`src/sv/pts_pkg.sv`:
```
// Shared types and constants for the per-flow byte shaper.
// No dependencies; imported by every module of the block.
package pts_pkg;

  localparam int QUEUE_DEPTH_D   = 32;
  localparam int TABLE_ENTRIES_D = 16;
  localparam int MAX_RELEASE     = 32;
  localparam int FIELD_W         = 16;
  localparam int USAGE_W         = 17;

  localparam logic [5:0] QLIMIT_RESET = 6'd32;

  // operation codes of an input item
  localparam logic [1:0] OP_ARRIVE = 2'd0;
  localparam logic [1:0] OP_ENTRY  = 2'd1;
  localparam logic [1:0] OP_TICK   = 2'd2;

  // configuration register indexes
  localparam logic [1:0] CFG_KEY_MODE    = 2'd0;
  localparam logic [1:0] CFG_QUEUE_LIMIT = 2'd1;

  typedef enum logic [2:0] {
    ST_QUEUED       = 3'd0,
    ST_DROPPED      = 3'd1,
    ST_REGISTERED   = 3'd2,
    ST_DEREGISTERED = 3'd3,
    ST_UNKNOWN      = 3'd4,
    ST_RELEASED     = 3'd5,
    ST_NONE         = 3'd6
  } status_t;

  typedef struct packed {
    logic [FIELD_W-1:0] handle;
    logic [FIELD_W-1:0] length;
    logic [FIELD_W-1:0] flow;
    logic [FIELD_W-1:0] recv;
  } desc_t;

endpackage

```
`src/sv/pts_fifo_mem.sv`:
```
// Descriptor store: one write port, one read port, registered read data.
// Depends on pts_pkg for the descriptor type.
module pts_fifo_mem
  import pts_pkg::*;
#(
  parameter int DEPTH = QUEUE_DEPTH_D,
  parameter int AW    = 5
) (
  input  logic          clk,
  input  logic          wr_en,
  input  logic [AW-1:0] wr_addr,
  input  desc_t         wr_data,
  input  logic [AW-1:0] rd_addr,
  output desc_t         rd_data
);

  desc_t mem [DEPTH];

  // write port
  always_ff @(posedge clk) begin
    if (wr_en) begin
      mem[wr_addr] <= wr_data;
    end
  end

  // read port, registered read data
  always_ff @(posedge clk) begin
    rd_data <= mem[rd_addr];
  end

endmodule

```
`config.mk`:
```
export PLATFORM = sky130hd
export DESIGN_NAME = pts_fifo_mem
export DESIGN_NICKNAME = d
export VERILOG_FILES = /design/src/sv/pts_pkg.sv /design/src/sv/pts_fifo_mem.sv
export SDC_FILE = /design/constraint.sdc
export NUM_CORES = 2
export LEC_CHECK = 0
export ABC_AREA = 1
export BUFFER_PORTS_ARGS = -buffer_cell sky130_fd_sc_hd__buf_2
export CORE_UTILIZATION = 38
export CTS_CLUSTER_DIAMETER = 80
export DETAILED_ROUTE_END_ITERATION = 10
export GPL_TIMING_DRIVEN = 0
export SETUP_SLACK_MARGIN = 0.4
export SLEW_MARGIN = 20
export SYNTH_ARGS = -nofsm -noshare
export SYNTH_HDL_FRONTEND = slang
export SYNTH_SLANG_ARGS = --single-unit
```
`constraint.sdc`:
```
create_clock -name clk -period 10 [get_ports clk]
set_clock_uncertainty 0.1 [all_clocks]
set_input_delay 0.5 -clock clk [delete_from_list [all_inputs] [get_ports clk]]
set_output_delay 0.5 -clock clk [all_outputs]
set_load 0.1 [all_outputs]
```
-- Yosys cells after proc, flatten, opt, wreduce, memory -nomap -nowiden
Memory sizes are Yosys's and may differ from the RTL's. A register that Yosys moved wholly into a read port is not among the register bits.
Index checks and enable logic that the tools add are counted.
- register bits: 0
- bits in writable memories: 2048
- input port bits: 76
- output and inout bits: 64
- logic and storage cells: 3
- memories kept: 1
- multiplexer cells: 2
- memory list (memory ; depth ; bits a word ; read ports ; clocked after Yosys merged registers in ; write ports ; line ; text):
    mem ; 32 ; 64 ; 1 ; 1 ; 1 ; pts_fifo_mem.sv:17 ; desc_t mem [DEPTH];
- operators with widths (operator ; number):
    1-bit 2-to-1 mux ; 2

-- Longest topological paths before layout
- depth in word-level cells: 2
- depth in mapped cells: 12
- mapped depth without buffers: 9

-- Least setup slack after synthesis
No wires, ideal clock.
- path kind: input to register
- start: input port wr_addr[0]
- end: memory mem[0][0] (netlist bit) (enable)
- library setup time: 486 ps
- arrival time: 3477 ps
- data required time: 9414 ps
- path slack: 5936 ps
- stages on the path: 3
- path buffers: 0
- cells stage by stage: inv_1 -> nand3_1 -> nor2_1
- RTL lines (element ; line ; text):
    start: declaration ; pts_fifo_mem.sv:11 ; input logic [AW-1:0] wr_addr,
    end: declaration ; pts_fifo_mem.sv:17 ;
No word-level cell before the write port.

==> metrics.csv <==
metric;value;unit
CP peak stage delay;1050;ps
CTS tree;built;
pre-CTS setup slack;6450;ps
Yosys cell types;13;
clk sinks;2112;
Die ar.;0.220;mm²
final worst slack;7240;ps
CTS H-tree lvls;4;
Clk Latency, worst-skew pair;860;ps
post-route clock period utilization;27.6;%
CP Data Required Time;10550;ps
Fill cells;19400;
cell mode on critical path;nand3_1;
CTS Hold Bufs;0;
largest net degree at the start of global routing;33;
Final ANT Viol Nets;0;
actual slew at the worst max-slew pin;1350;ps
CTS max path bufs;3;
placeable core region;0.217;mm²
Routability Congestion;0.883;
R2R Path Start;mem[31][52];
Syn Nets;6844;
initial antenna violation count;25;
Seq/Total Area, Yosys;75.6;%
Syn Area/Cell;12.3;µm²
nets@finish;7333;
share of cells above drive strength 1;12.5;%
post-synthesis cell count;6768;
relative slew slack;9.91;%
Max VDD drop;0.206;mV
number of global-route vias before repair;55000;
DRT Wirelength;302;mm
setup bufs post-CTS;0;
minimum clock period;2760;ps
hold crit path type;input port to flop;
Pwr Density;196;mW/mm²
final core utilization;44.9;%
Setup CP Type;input port to flop;
RSZ-0062 raised after global routing;no;
first-pass GRT wire length;415;mm
cts bufs inserted;199;
fin area;0.0975;mm²
Fmax;362;MHz
Pins Over Slew Limit;0;
via/cell ratio;5.74;
cell chain of the critical path;buf_2, inv_1, clkbuf_2, buf_1, nand3_1, nand3_1, nand2_1;
post-CTS sizing;0;
critical path's slowest cell;buf_1;
max-capacitance violation count;0;
status;finished, final reports clean;
Hold Startpoint;wr_data[48];
1st-iter DRT viols;9105;
Root Buffer;clkbuf_16;
gr usage total;26.7;%
# IOs;140;
Synth Cell Area;0.0830;mm²
Worst Setup SP;rd_addr[3];
Starting Density;38.2;%
Reg clk slew, reported paths;60;ps
Final Hold Viols;0;
endpoint type of the worst setup path;flop;
num rows;171;
# setup viols final;0;
port bufs;136;
grt ovf;0;
Cells after DPL;9910;
Worst EP arrival;3310;ps
chip height;469;µm
final std cells w/o fill;10300;
Critical Path Start Type;input port;
die width;469;µm
Detailed Routing Iterations Pass 1;8;
Yosys reg bits;2112;
TNS Setup;0;ps
HPWL Detailed;206;mm
warnings from Yosys;0;
leakage power;35.0;nW
Layout area overhead;17.5;%
Critical Path Fanout Max;10;
vias post-DR;59100;
average routed wire per standard cell;29.3;µm
post-placement cell area;0.0910;mm²
# DRC;0;
[synthesized netlist by cell type]
master	count	area (µm²)
nand2_1	2376	8920
edfxtp_1	2048	61500
nand3_1	1800	9010
buf_2	275	1380
clkbuf_1	82	308
dfxtp_1	64	1280
buf_1	49	184
nor2_1	32	120
buf_4	28	210
inv_1	7	26.3
buf_6	4	45.0
inv_2	2	7.51
inv_4	1	6.26
[final cells by class]
cell class	instances	area [µm²]	area share, %
inverter	10	40.0	0.0411
multi-input combinational	4208	18300	18.8
tap	2854	3570	3.66
timing repair buffer	288	4140	4.25
sequential	2112	62800	64.4
clock buffer	279	5670	5.82
antenna	12	30.0	0.0308
buffer	438	2140	2.20
clock inverter	90	867	0.889
[state kept, by name, indices dropped and copies added (netlist names)]
register and flops:
mem 2048, rd_data 64
[worst max-delay path, delay by kind of cell]
kind / cells / cell delay (ps)
buffers and inverters: 4 / 1820
AND/OR/NAND/NOR: 3 / 930
[where the power goes]
part           switching [mW]  internal (mW)
sequential             0.0322           9.84
clock                    3.36           4.36
combinational            1.27          0.313
[final timing paths]
check / cells past startpoint / slack [ps] / to
worst max-delay path: 7 / 7240 / rd_data[0]
worst min-delay path: 1 / 90 / mem[23][48]
worst max register to register: 6 / 8220 / rd_data[52]
worst min register to register: 6 / 600 / rd_data[11]
[stage by stage]
stage | hold slack, ps | power, mW
2_1_floorplan | 499 | 10.9
3_3_place_gp | 585 | 11.6
3_5_place_dp | 588 | 11.6
4_1_cts | 38.3 | 19.1
5_1_grt | 93.3 | 19.6
6_report | 94.3 | 19.2
[cells by family after synthesis]
group                  synth area share [%]
buffers and inverters                  2.61
DFF                                    75.6
and+or+nand+nor                        21.7
[metal layers]
layer	track usage (%)	routed length, µm
met5	0	105
met4	12.1	14200
met3	6.87	38400
met2	41.7	138000
met1	35.0	112000
[cell usage in the layout (no fill, tap or decap)]
cell type,instances
inv_1,7
bufinv_16,16
clkbuf_8,20
clkbuf_1,123
clkbuf_16,208
clkinvlp_4,3
buf_2,416
nand3_1,1800
clkinv_8,1
inv_2,2
buf_1,44
buf_6,4
buf_4,28
inv_16,1
buf_8,2
nand2_1,2376
inv_6,7
nor2_4,32
diode_2,12
buf_16,57
clkinv_1,37
clkbuf_2,10
dfxtp_1,64
inv_4,3
clkinv_2,23
buf_12,93
edfxtp_1,2048
No activity file was read; power rests on OpenSTA's default activity.
